### config.mk
export PLATFORM = sky130hd
export DESIGN_NAME = keypad_scan_debounce
export DESIGN_NICKNAME = d
export VERILOG_FILES = /design/src/hw/rtl/kpsd_pkg.sv /design/src/hw/rtl/kpsd_step.sv /design/src/hw/rtl/keypad_scan_debounce.sv
export SDC_FILE = /design/constraint.sdc
export NUM_CORES = 1
export LEC_CHECK = 0
export ABC_AREA = 1
export BUFFER_PORTS_ARGS = -buffer_cell sky130_fd_sc_hd__buf_4
export CAP_MARGIN = 10
export CORE_ASPECT_RATIO = 0.7
export CORE_UTILIZATION = 54
export CTS_CLUSTER_SIZE = 12
export DETAILED_ROUTE_END_ITERATION = 10
export PLACE_DENSITY = 0.8
export SLEW_MARGIN = 20
export SYNTH_ARGS = -nofsm -noshare
export SYNTH_HDL_FRONTEND = slang
export SYNTH_SLANG_ARGS = --single-unit
### constraint.sdc
create_clock -name clk -period 2.83 [get_ports clk]
set_clock_uncertainty 0.2 [all_clocks]
set_input_delay 0.283 -clock clk [delete_from_list [all_inputs] [get_ports clk]]
set_output_delay 0.283 -clock clk [all_outputs]
set_load 0.02 [all_outputs]
### src/hw/rtl/kpsd_pkg.sv
// Shared types, constants and lookup functions for the keypad scanner.
// No dependencies; every other file in hw/rtl imports this package.
package kpsd_pkg;

    localparam int NUM_KEYS = 12;
    localparam int NUM_ROWS = 4;
    localparam int NUM_COLS = 3;

    localparam logic [7:0] SETTLE_MS_RESET = 8'd20;
    localparam logic [7:0] WAIT_COUNT_MAX  = 8'hFF;

    // Active-low row drive patterns, row 0 first.
    localparam logic [3:0] ROW_PAT_0 = 4'h7;
    localparam logic [3:0] ROW_PAT_1 = 4'hB;
    localparam logic [3:0] ROW_PAT_2 = 4'hD;
    localparam logic [3:0] ROW_PAT_3 = 4'hE;

    // ASCII codes of the keypad legends.
    localparam logic [6:0] ASCII_STAR = 7'h2A;
    localparam logic [6:0] ASCII_HASH = 7'h23;
    localparam logic [6:0] ASCII_ZERO = 7'h30;
    localparam logic [6:0] ASCII_NONE = 7'h00;

    typedef enum logic [2:0] {
        PH_FIRST  = 3'b001,
        PH_WAIT   = 3'b010,
        PH_SECOND = 3'b100
    } kpsd_phase_t;

    typedef struct packed {
        logic [NUM_COLS-1:0] column_lines;
        logic                ms_tick;
    } kpsd_in_t;

    typedef struct packed {
        logic [3:0] row_drive;
        logic       key_valid;
        logic [6:0] key_code;
    } kpsd_out_t;

    typedef struct packed {
        logic [NUM_KEYS-1:0] scan_first;
        logic [NUM_KEYS-1:0] scan_second;
        logic [NUM_KEYS-1:0] press_mask;
        logic [1:0]          row_index;
        kpsd_phase_t         phase;
        logic [7:0]          wait_count;
    } kpsd_state_t;

    function automatic logic [3:0] row_pattern(input logic [1:0] row);
        logic [3:0] pat;
        case (row)
            2'd0:    pat = ROW_PAT_0;
            2'd1:    pat = ROW_PAT_1;
            2'd2:    pat = ROW_PAT_2;
            default: pat = ROW_PAT_3;
        endcase
        return pat;
    endfunction

    // Keys 0..11 read '*','0','#','7','8','9','4','5','6','1','2','3'.
    function automatic logic [6:0] key_ascii(input logic [3:0] key);
        logic [6:0] code;
        case (key)
            4'd0:    code = ASCII_STAR;
            4'd1:    code = ASCII_ZERO;
            4'd2:    code = ASCII_HASH;
            4'd3:    code = ASCII_ZERO + 7'd7;
            4'd4:    code = ASCII_ZERO + 7'd8;
            4'd5:    code = ASCII_ZERO + 7'd9;
            4'd6:    code = ASCII_ZERO + 7'd4;
            4'd7:    code = ASCII_ZERO + 7'd5;
            4'd8:    code = ASCII_ZERO + 7'd6;
            4'd9:    code = ASCII_ZERO + 7'd1;
            4'd10:   code = ASCII_ZERO + 7'd2;
            4'd11:   code = ASCII_ZERO + 7'd3;
            default: code = ASCII_NONE;
        endcase
        return code;
    endfunction

endpackage

### src/hw/rtl/kpsd_step.sv
// Next-state and result logic for one column sample of the keypad scanner.
// Depends on kpsd_pkg.
module kpsd_step (
    input  kpsd_pkg::kpsd_state_t state_cur,
    input  kpsd_pkg::kpsd_in_t    item,
    input  logic [7:0]            settle_ms,
    output kpsd_pkg::kpsd_state_t state_new,
    output kpsd_pkg::kpsd_out_t   result
);
    import kpsd_pkg::*;

    // Merge one row sample into a scan word; row 0 starts a new word.
    function automatic logic [NUM_KEYS-1:0] merge_row(
        input logic [NUM_KEYS-1:0] word,
        input logic [1:0]          row,
        input logic [NUM_COLS-1:0] held
    );
        logic [NUM_KEYS-1:0] merged;
        case (row)
            2'd0:    merged = {held, 9'b0};
            2'd1:    merged = word | {3'b0, held, 6'b0};
            2'd2:    merged = word | {6'b0, held, 3'b0};
            default: merged = word | {9'b0, held};
        endcase
        return merged;
    endfunction

    logic [NUM_COLS-1:0] held;
    logic [7:0]          wait_inc;
    logic [NUM_KEYS-1:0] hit;
    logic [NUM_KEYS-1:0] lowbit;
    logic [NUM_KEYS-1:0] below;
    logic [NUM_KEYS-1:0] released;
    logic [3:0]          key_idx;
    logic                last_row;

    assign held     = ~item.column_lines;
    assign last_row = (state_cur.row_index == 2'(NUM_ROWS - 1));
    assign wait_inc = (item.ms_tick && state_cur.wait_count != WAIT_COUNT_MAX)
                      ? state_cur.wait_count + 8'd1 : state_cur.wait_count;

    always_comb
    begin
        state_new = state_cur;
        hit       = '0;
        lowbit    = '0;
        below     = '0;
        released  = '0;
        key_idx   = '0;
        result.key_valid = 1'b0;
        result.key_code  = ASCII_NONE;

        case (state_cur.phase)
            PH_WAIT:
            begin
                state_new.wait_count = wait_inc;
                if (wait_inc >= settle_ms)
                begin
                    state_new.phase     = PH_SECOND;
                    state_new.row_index = '0;
                end
            end
            PH_SECOND:
            begin
                state_new.scan_second = merge_row(state_cur.scan_second,
                                                  state_cur.row_index, held);
                if (last_row)
                begin
                    state_new.row_index = '0;
                    state_new.phase     = PH_FIRST;
                    // The lowest-numbered key held in both scans and not yet reported wins;
                    // keys released below it (all released keys if none wins) have their mask bits cleared.
                    hit    = state_new.scan_second & state_cur.scan_first
                             & ~state_cur.press_mask;
                    lowbit = hit & (~hit + 12'd1);
                    below  = (hit == '0) ? '1 : lowbit - 12'd1;
                    released = ~state_new.scan_second & below;
                    state_new.press_mask = (state_cur.press_mask & ~released) | lowbit;
                    for (int k = 0; k < NUM_KEYS; k++)
                    begin
                        if (lowbit[k])
                        begin
                            key_idx = key_idx | 4'(k);
                        end
                    end
                    if (hit != '0)
                    begin
                        result.key_valid = 1'b1;
                        result.key_code  = key_ascii(key_idx);
                    end
                end
                else
                begin
                    state_new.row_index = state_cur.row_index + 2'd1;
                end
            end
            default:
            begin
                state_new.scan_first = merge_row(state_cur.scan_first,
                                                 state_cur.row_index, held);
                if (last_row)
                begin
                    state_new.row_index  = '0;
                    state_new.wait_count = '0;
                    state_new.phase      = (settle_ms == '0) ? PH_SECOND : PH_WAIT;
                end
                else
                begin
                    state_new.row_index = state_cur.row_index + 2'd1;
                end
            end
        endcase

        result.row_drive = row_pattern(state_new.row_index);
    end

endmodule

### src/hw/rtl/keypad_scan_debounce.sv
// Top level of the 4x3 matrix keypad scanner with two-scan debounce.
// Depends on kpsd_pkg and kpsd_step.
//
// Each input transfer carries the active-low column sample for the row that
// the previous result asked for, plus a flag telling whether a millisecond
// passed since the last sample; each input transfer yields exactly one
// result transfer with the next row pattern to drive and, at the end of a
// second scan, possibly one newly pressed key as ASCII. The block takes one
// transfer per clock cycle while the output is not stalled: a sample is
// captured in an input register, the scan state is updated by one short
// level of logic, and the result lands in an output register, from which it
// is offered until it is taken. The input register keeps accepting while a
// result waits at the output, until both registers are full and the output
// is stalled. The settle time register (reset value 20) may be rewritten at
// any time the block is idle and takes effect on the next sample.
module keypad_scan_debounce (
    input  logic               clk,
    input  logic               rst_n,
    input  logic               in_valid,
    output logic               in_ready,
    input  kpsd_pkg::kpsd_in_t in_data,
    output logic               out_valid,
    input  logic               out_ready,
    output kpsd_pkg::kpsd_out_t out_data,
    input  logic               cfg_we,
    input  logic [7:0]         cfg_wdata
);
    import kpsd_pkg::*;

    logic        in_vld_reg;
    kpsd_in_t    in_data_reg;
    logic        out_vld_reg;
    kpsd_out_t   out_data_reg;
    kpsd_state_t state_reg;
    kpsd_state_t state_next;
    kpsd_out_t   result;
    logic [7:0]  settle_ms_reg;
    logic        advance;

    // The captured sample moves on when the output register is empty or is
    // being emptied in this same cycle.
    assign advance  = in_vld_reg && (!out_vld_reg || out_ready);
    assign in_ready = !in_vld_reg || advance;

    assign out_valid = out_vld_reg;
    assign out_data  = out_data_reg;

    kpsd_step u_step (
        .state_cur (state_reg),
        .item      (in_data_reg),
        .settle_ms (settle_ms_reg),
        .state_new (state_next),
        .result    (result)
    );

    // Configuration register.
    always_ff @(posedge clk or negedge rst_n)
    begin
        if (!rst_n)
        begin
            settle_ms_reg <= SETTLE_MS_RESET;
        end
        else if (cfg_we)
        begin
            settle_ms_reg <= cfg_wdata;
        end
    end

    // Input stage valid flag.
    always_ff @(posedge clk or negedge rst_n)
    begin
        if (!rst_n)
        begin
            in_vld_reg <= 1'b0;
        end
        else if (in_ready)
        begin
            in_vld_reg <= in_valid;
        end
    end

    // Input payload needs no reset.
    always_ff @(posedge clk)
    begin
        if (in_valid && in_ready)
        begin
            in_data_reg <= in_data;
        end
    end

    // Scan state advances once per processed sample.
    always_ff @(posedge clk or negedge rst_n)
    begin
        if (!rst_n)
        begin
            state_reg.scan_first  <= '0;
            state_reg.scan_second <= '0;
            state_reg.press_mask  <= '0;
            state_reg.row_index   <= '0;
            state_reg.phase       <= PH_FIRST;
            state_reg.wait_count  <= '0;
        end
        else if (advance)
        begin
            state_reg <= state_next;
        end
    end

    // Output stage valid flag.
    always_ff @(posedge clk or negedge rst_n)
    begin
        if (!rst_n)
        begin
            out_vld_reg <= 1'b0;
        end
        else if (advance)
        begin
            out_vld_reg <= 1'b1;
        end
        else if (out_ready)
        begin
            out_vld_reg <= 1'b0;
        end
    end

    // Output payload needs no reset.
    always_ff @(posedge clk)
    begin
        if (advance)
        begin
            out_data_reg <= result;
        end
    end

`ifndef SYNTHESIS
    // A reported key always carries a legend, and a result without a key carries no code.
    a_code_matches_valid: assert property (@(posedge clk) disable iff (!rst_n)
        out_vld_reg |-> ((out_data_reg.key_valid == 1'b1)
                         == (out_data_reg.key_code != ASCII_NONE)))
        else $error("key_code does not agree with key_valid");

    // While waiting for the settle time, the row counter sits at the first row.
    a_wait_row_zero: assert property (@(posedge clk) disable iff (!rst_n)
        state_reg.phase == PH_WAIT |-> state_reg.row_index == '0)
        else $error("row counter moved during the settle wait");

    // At most one key becomes masked per processed sample.
    a_one_new_press: assert property (@(posedge clk) disable iff (!rst_n)
        $countones(state_reg.press_mask & ~$past(state_reg.press_mask)) <= 1)
        else $error("more than one key masked in one step");

    // The scan state is frozen whenever no sample is processed.
    a_state_hold: assert property (@(posedge clk) disable iff (!rst_n)
        !advance |=> $stable(state_reg))
        else $error("scan state changed without a processed sample");
`endif

endmodule
# Word level (Yosys, flattened, before mapping)
# Memory sizes are Yosys's and may differ from the RTL's.
# Cells that the tools add are included.
dict set report classes {
  add_sub_neg 4
  magnitude_cmp 1
  eq_ne 10
  muxes 29
  n_bitwise 19
  n_reduce_logical 22
}
# op count
set op_table {}
lappend op_table {{$pmux 12 s3} 2}
lappend op_table {{$and 12x12->12} 5}
lappend op_table {{$not 12->12} 4}
lappend op_table {{$mux 12} 2}
lappend op_table {{$mux 4} 6}
lappend op_table {{$or 12x3->12} 2}
lappend op_table {{$or 12x6->12} 2}
lappend op_table {{$or 12x9->12} 2}
lappend op_table {{$mux 3} 6}
lappend op_table {{$mux 8} 2}
lappend op_table {{$pmux 8 s2} 1}
lappend op_table {{$add 12x1->12 const B} 1}
lappend op_table {{$logic_not 12->1} 1}
lappend op_table {{$or 12x12->12} 1}
lappend op_table {{$pmux 4 s3} 1}
lappend op_table {{$reduce_bool 12->1} 1}
lappend op_table {{$sub 12x1->12 const B} 1}
lappend op_table {{$mux 11} 1}
lappend op_table {{$pmux 5 s2} 1}
lappend op_table {{$reduce_and 3->1} 3}
lappend op_table {{$add 8x1->8 const B} 1}
lappend op_table {{$ge 8x8->1} 1}
lappend op_table {{$logic_not 8->1} 1}
lappend op_table {{$ne 8x8->1 const B} 1}
lappend op_table {{19 further kinds} 36}
dict set report word_totals {
  ff_bits 75
  mem_bits_ro 96
  in_bits 17
  out_inout_bits 14
  word_cells 100
  n_memories 1
}
# memory depth word_bits rd rd_clocked_by_memory_dff write_ports line
set memory_table {}
lappend memory_table {{(name not given)} 16 6 1 0 0 kpsd_pkg.sv:64} ;# case (key)

# Longest topological paths before layout
# Gate-level depths: netlist of run 1.
# An unclocked memory read counts as a cell.
dict set report logic_depth {
  depth_word 24
  mapped_depth 19
  mapped_depth_nobuf 19
}

# By module
# Synthesis of run 1 repeated with hierarchy kept, for this count alone.
dict set report unflattened {
  hier_cells 646
  area_unflattened_um2 4793.3
}
# mod instances cells_each area_per_inst_um2
set by_module_without_submodules {}
lappend by_module_without_submodules {keypad_scan_debounce 1 272 2820.2}
lappend by_module_without_submodules {kpsd_step 1 374 1973.1}

# Least setup slack after synthesis of run 1
# OpenSTA, ideal clock, no wires.
dict set report synth_timing {
  path_type {register -> register}
  startpoint {reg state_reg[0] (netlist bit)}
  endpoint {reg out_data_reg (netlist bit out_data[9]), data pin}
  setup_time_ns 0.265
  t_arrival_ns 2.415
  required_ns 2.365
  setup_slack_ns -0.050
  path_stages_with_launch 18
  path_buffers 0
  cell_sequence {dfrtp_1 ha_1 inv_1 nor3_1 nand2_1 nand2_1 nor2_1 nand3_1 nor2_1 xor2_1 inv_1 ha_1 a21oi_1 o21a_1 nand4_1 o21a_1 inv_1 nand2_1}
}
# item line
set synth_rtl {}
lappend synth_rtl {{start: declaration} keypad_scan_debounce.sv:34} ;# kpsd_state_t state_reg;
lappend synth_rtl {{start signal: assignment} keypad_scan_debounce.sv:105} ;# state_reg <= state_next;
lappend synth_rtl {{end signal: assignment} keypad_scan_debounce.sv:131} ;# out_data_reg <= result;
lappend synth_rtl {{end: declaration} keypad_scan_debounce.sv:33} ;# kpsd_out_t out_data_reg;

==> results of run 1 <==
## area by class of cell
class	instances	area, µm²	area share [%]
tap	98	123	2.38
timing repair buffer	80	643	12.5
sequential	74	1930	37.5
inverter	88	330	6.41
clock buffer	11	153	2.96
multi-input combinational	327	1940	37.6
clock inverter	5	36.3	0.704
## metal layers
| layer | routed length (µm) | track usage, % | share of wire [%] |
|---|---|---|---|
| met5 | 0 | 0 | 0 |
| met4 | 301 | 14.5 | 2.8 |
| met3 | 927 | 5.30 | 8.5 |
| met2 | 4840 | 47.7 | 44 |
| met1 | 4820 | 41.2 | 44 |
## cells by family after synthesis
kind of cell | count (synthesis)
XOR/XNOR | 6
other | 1
AND/OR/NAND/NOR | 226
buffers and inverters | 96
AO/OA/AOI/OAI | 80
flip-flops | 74
adder cells (fa/ha/maj) | 14
## where the power goes
| part | switching, W | internal [W] |
|---|---|---|
| logic | 0.00193 | 0.00112 |
| clock network | 0.000426 | 0.000373 |
| registers | 0.000193 | 0.00147 |
| total | 0.00255 | 0.00296 |
## per-stage QoR
stage,hold slack [ns],setup WS (ns)
floorplan,-0.213,0.000657
global placement,0.200,-0.0787
detailed placement,0.200,-0.213
CTS,0.0102,-0.141
global route,0.0528,-0.397
finish,0.0297,-0.283
## repair_timing
item / in CTS / in global routing
setup buffers: 7 / 1
pin swaps: 12 / 9
setup endpoints to repair: 9 / 14
hold buffers: 17 / 0
resized for setup: 14 / 8
hold endpoints to repair: 70 / 0
## layout by cell type, fill, tap and decap left out, types with 15 or more instances in the layout
cell / instances
a21oi_1: 16
buf_4: 63
dfrtp_1: 56
dlygate4sd3_1: 17
edfxtp_1: 15
inv_1: 74
nand2_1: 111
nand3_1: 18
nor2_1: 39
o21ai_0: 39
## worst max-delay path, stage by stage (launching register included)
cell and delay [ns]:
dfrtp_1 0.40, ha_2 0.18, inv_2 0.08, nor3_4 0.04, nand2_1 0.07, nand2_2 0.09, nor2_4 0.15, nand3_4 0.11
nor2_4 0.15, xor2_2 0.21, inv_2 0.07, ha_4 0.23, a21oi_2 0.13, o21a_1 0.14, nand4_1 0.17, o21a_2 0.32
inv_2 0.06, nand2_1 0.04
## worst max-delay path by stage
stage	slack, ns	startpoint	end
3_3_place_gp	-0.08	state_reg[0]$_DFFE_PN0P_	out_data[9]$_DFFE_PP_
2_1_floorplan	0.0007	state_reg[0]$_DFFE_PN0P_	out_data[9]$_DFFE_PP_
6_report	-0.28	state_reg[1]$_DFFE_PN0P_	out_data[9]$_DFFE_PP_
5_1_grt	-0.40	state_reg[0]$_DFFE_PN0P_	out_data[8]$_DFFE_PP_
4_1_cts	-0.14	state_reg[1]$_DFFE_PN0P_	out_data[9]$_DFFE_PP_
3_5_place_dp	-0.21	state_reg[0]$_DFFE_PN0P_	out_data[9]$_DFFE_PP_
==> results.yml, run 1 <==
job:
  maxCapViolations: 0
die:
  pin_count: 31
  core_um2: 7380
  rows: 26
  die_h_um: 75.4
  dieWidth_um: 107
  start_util_pct: 56.3
  die_area_um2: 8060
synthesis:
  syn_inst: 497
  synthAdderAreaFrac_pct: 4.21
  ys.flop_type: "dfrtp_1"
  synth_edf_count: 15
  yosysMostFrequentCell: "nand2_1"
  avgSynthCellArea_um2: 8.37
  syn_area_um2: 4160
  ys_async_sr_fraction_pct: 79.7
  yosysWarnings: 0
  synth_top_family_by_area: "simple AND/OR/NAND/NOR gates"
  synth_commonest_cells: "nand2_1 (113), inv_1 (78), dfrtp_1 (56), nor2_1 (43), o21ai_0 (40)"
  synth_xor_area_share_pct: 1.26
  netlist_top_cells_area: "dfrtp_1 (34%), edfxtp_1 (11%), nand2_1 (10%)"
  synthMuxAreaShare_pct: 0
  synth_fp_nets: 528
  yosys.area_share.simple_pct: 27.1
  synth_compound_area_share_pct: 11.4
  yosysTopAreaCellShare_pct: 33.7
  ys_ff_latch: 74
  ys_types: 42
  ys_seq_area_share_pct: 46.4
  yosys.area.top_type: "dfrtp_1"
timing:
  slew_viol_final: 0
  max_freq_mhz: 321
  hold_viol_final: 0
  relSlewSlack_pct: 49.3
  max_slew.worst_pin.slew_ns: 0.761
  timing.final.ws_setup_ns: -0.283
  setup_viol: 9
  tns_ns: -1.56
  post-route-period-util_pct: 110
  period_needed_ns: 3.11
  rsz0062_at_grt: "yes"
outcome:
  status: "finished, violations left"
  violations: "negative setup slack"
placed_design:
  place_hpwl_um: 7310
  placed_area_um2: 4650
  dp_cells: 642
  place.gp.congestion: 0.896
  io_buffer_count: 29
global_route:
  grt_usage_pct: 30.1
  first_global_vias: 3618
  grt_pass1_wl_um: 18000
  antenna_found_initial: 0
  overflow: 0
  grt_max_degree: 60
drt:
  wirelength_um: 10900
  wire_per_inst_um: 15.9
  first_pass_iters: 7
  drt_iter0_drc: 362
  post-route-drc-count: 0
  drtAntennaViolNets: 0
  via_per_inst: 5.51
  vias: 3762
final_layout:
  layout.cells.non_filler: 683
  design_area_um2: 5150
  fillers: 542
  antenna_cells: 0
  drive_gt1_share_pct: 25.1
  nets: 611
  largest_reg_flops: 49
  area_delta_synth_final_pct: 23.9
  post-route-util_pct: 69.8
worst_setup_path:
  endpoint_kind: "register"
  r2r-end: "out_data[9]$_DFFE_PP_"
  crit_arrival_ns: 3.02
  cp_max_fo: 4
  timing.rr.start: "state_reg[1]$_DFFE_PN0P_"
  cp-start-kind: "register"
  path_class: "reg2reg"
  r2r_setup_slack_ns: -0.28
  reg2reg_depth: 17
  worstPathRequired_ns: 2.74
clock_tree:
  clock_latency_ns: 0.36
  clkSinkCount: 74
  path_clk_slew_ns: 0.09
  cts_root_buf: "clkbuf_8"
  cts_tree: "built"
  cts_buffers: 9
  cts_buffer_depth: 2
  htreeDepth: 3
worst_hold_path:
  min_to: "settle_ms_reg[5]$_DFFE_PN0P_"
  hold-path-cell-count: 2
  worstHoldStart: "cfg_we"
  hold_path_class: "in2reg"
pwr:
  power.leakage_nw: 2.56
  power.density_nw_per_um2: 1070
  ir_drop_mv: 0.511
  power_w: 0.00551
No activity file was read; power rests on OpenSTA's default activity.
==> run 2: changes to the inputs <==
--- a/config.mk
+++ b/config.mk
@@ -12,8 +12,8 @@
 export CORE_UTILIZATION = 54
 export CTS_CLUSTER_SIZE = 12
 export DETAILED_ROUTE_END_ITERATION = 10
+export HOLD_SLACK_MARGIN = 0.03
 export PLACE_DENSITY = 0.8
-export SLEW_MARGIN = 20
 export SYNTH_ARGS = -nofsm -noshare
 export SYNTH_HDL_FRONTEND = slang
 export SYNTH_SLANG_ARGS = --single-unit
==> run 2 against run 1 <==
  * The run still ends with negative setup slack left
  * First-iteration DRC count shrank 5.0%
  * Final area is 2.5% higher
  * Global-route usage is 1.2 points higher
  * Clock power hardly changed
  * Non-clock buffer count increased by 11
  * Register-to-register slack barely moved
  * Largest power group unchanged
==> results.yml, run 2 (synthesized netlist as in run 1, its figures left out) <==
timing:
  slew_viol_final: 0
  relSlewSlack_pct: 49.2
  hold_viol_final: 0
  timing.final.ws_setup_ns: -0.293
  period_needed_ns: 3.12
  setup_viol: 9
  max_freq_mhz: 320
  post-route-period-util_pct: 110
  max_slew.worst_pin.slew_ns: 0.761
  tns_ns: -1.68
  rsz0062_at_grt: "yes"
final_layout:
  area_delta_synth_final_pct: 27.0
  layout_common_cells: "nand2_1 (111), inv_1 (73), buf_4 (63), dfrtp_1 (54), o21ai_0 (39)"
  nets: 622
  final_common_cell: "nand2_1"
  largest_reg_flops: 49
  fillers: 513
  drive_gt1_share_pct: 25.5
  antenna_cells: 0
worst_setup_path:
  cp_max_fo: 4
  cp-start-kind: "register"
  path_class: "reg2reg"
  worstPathRequired_ns: 2.74
  startpoint: "state_reg[0]$_DFFE_PN0P_"
  critPathMaxStageDelay_ns: 0.40
  path_cells: "ha_2 > inv_2 > nor3_4 > nand2_1 > nand2_2 > nor2_4 > nand3_4 > nor2_4 > xor2_2 > inv_2 > ha_4 > a21oi_2 > o21a_1 > nand4_1 > o21a_2 > inv_2 > nand2_1"
  path_delay_family: "simple AND/OR/NAND/NOR gates"
  crit_arrival_ns: 3.03
  cp_common_cell: "inv_2"
  cp.buffers_inverters: 3
  timing.rr.start: "state_reg[0]$_DFFE_PN0P_"
  endpoint_kind: "register"
  cp_slowest_cell: "dfrtp_1"
die:
  pin_count: 31
  dieWidth_um: 107
  start_util_pct: 56.3
  core_um2: 7380
  die_area_um2: 8060
  rows: 26
  die_h_um: 75.4
global_route:
  first_global_vias: 3763
  grt_usage_pct: 31.3
  grt_max_degree: 60
  overflow: 0
  antenna_found_initial: 0
  grt_pass1_wl_um: 18600
drt:
  wirelength_um: 11400
  wire_per_inst_um: 16.4
  drt_iter0_drc: 344
  post-route-drc-count: 0
  first_pass_iters: 5
  drtAntennaViolNets: 0
  via_per_inst: 5.61
  vias: 3891
clock_tree:
  cts_buffer_depth: 2
  cts_root_buf: "clkbuf_8"
  path_clk_slew_ns: 0.08
  cts_buffers: 9
  clkSinkCount: 74
  clock_latency_ns: 0.36
  htreeDepth: 3
  cts_tree: "built"
pwr:
  power.leakage_nw: 2.60
  power.density_nw_per_um2: 1060
  power_w: 0.00559
  ir_drop_mv: 0.514
placed_design:
  place.gp.congestion: 0.896
  io_buffer_count: 29
  pre_cts_ws_ns: -0.213
  place_hpwl_um: 7310
outcome:
  violations: "negative setup slack"
  status: "finished, violations left"
worst_hold_path:
  worstHoldStart: "cfg_we"
  hold_path_class: "in2reg"
job:
  maxCapViolations: 0
[run 2: final cells by class]
type	instances	area (µm²)	share of cell area, %
multi-input combinational	327	1950	37.0
sequential	74	1930	36.6
timing repair buffer	91	753	14.3
inverter	88	330	6.25
clock buffer	11	153	2.89
tap	98	123	2.32
clock inverter	5	36.3	0.687
[run 2: worst register-to-register path, cell delays in order, from the launching register on]
cell	delay, ns
dfrtp_1	0.40
ha_2	0.19
inv_2	0.08
nor3_4	0.04
nand2_1	0.07
nand2_2	0.09
nor2_4	0.16
nand3_4	0.11
nor2_4	0.15
xor2_2	0.22
inv_2	0.07
ha_4	0.23
a21oi_2	0.13
o21a_1	0.13
nand4_1	0.17
o21a_2	0.32
inv_2	0.06
nand2_1	0.04
[run 2: repair_timing]
| action | in CTS | in global routing |
|---|---|---|
| hold buffers | 28 | 0 |
| resized for setup | 14 | 14 |
| hold endpoints to repair | 70 | 0 |
| endpoints found under the setup margin | 9 | 14 |
| pin swaps | 12 | 9 |
| setup buffers | 7 | 1 |
[run 2: metal layers]
metal	GRT usage (%)	wire (µm)
met5	0	0
met4	16.3	366
met3	5.90	1030
met2	50.2	5110
met1	41.7	4860
[run 2: worst paths after layout]
check	slack (ns)	endpoint	depth (start not counted)
max in group asynchronous	1.54	state_reg[12]$_DFFE_PN0P_	2
min	0.08	settle_ms_reg[7]$_DFFE_PN0P_	2
min in group asynchronous	0.32	state_reg[24]$_DFFE_PN0P_	2
max	-0.29	out_data[9]$_DFFE_PP_	17
min reg2reg	0.30	state_reg[33]$_DFFE_PN0P_	2
max reg2reg	-0.29	out_data[9]$_DFFE_PP_	17
[run 2: report_power, final]
part | switching [W] | total (W) | internal, W
logic | 0.00196 | 0.00311 | 0.00115
clock network | 0.000427 | 0.000800 | 0.000373
registers | 0.000208 | 0.00168 | 0.00147
total | 0.00260 | 0.00559 | 0.00299
[run 2: per-stage QoR]
step	hold WS (ns)	util [%]	std cells	cell area, µm²
3_5_place_dp	0.200	62.9	642	4650
6_report	0.0774	71.5	694	5280
4_1_cts	0.0554	70.8	693	5230
3_3_place_gp	0.200	62.9	642	4650
2_1_floorplan	-0.213	-	497	4180
5_1_grt	0.105	71.5	694	5280
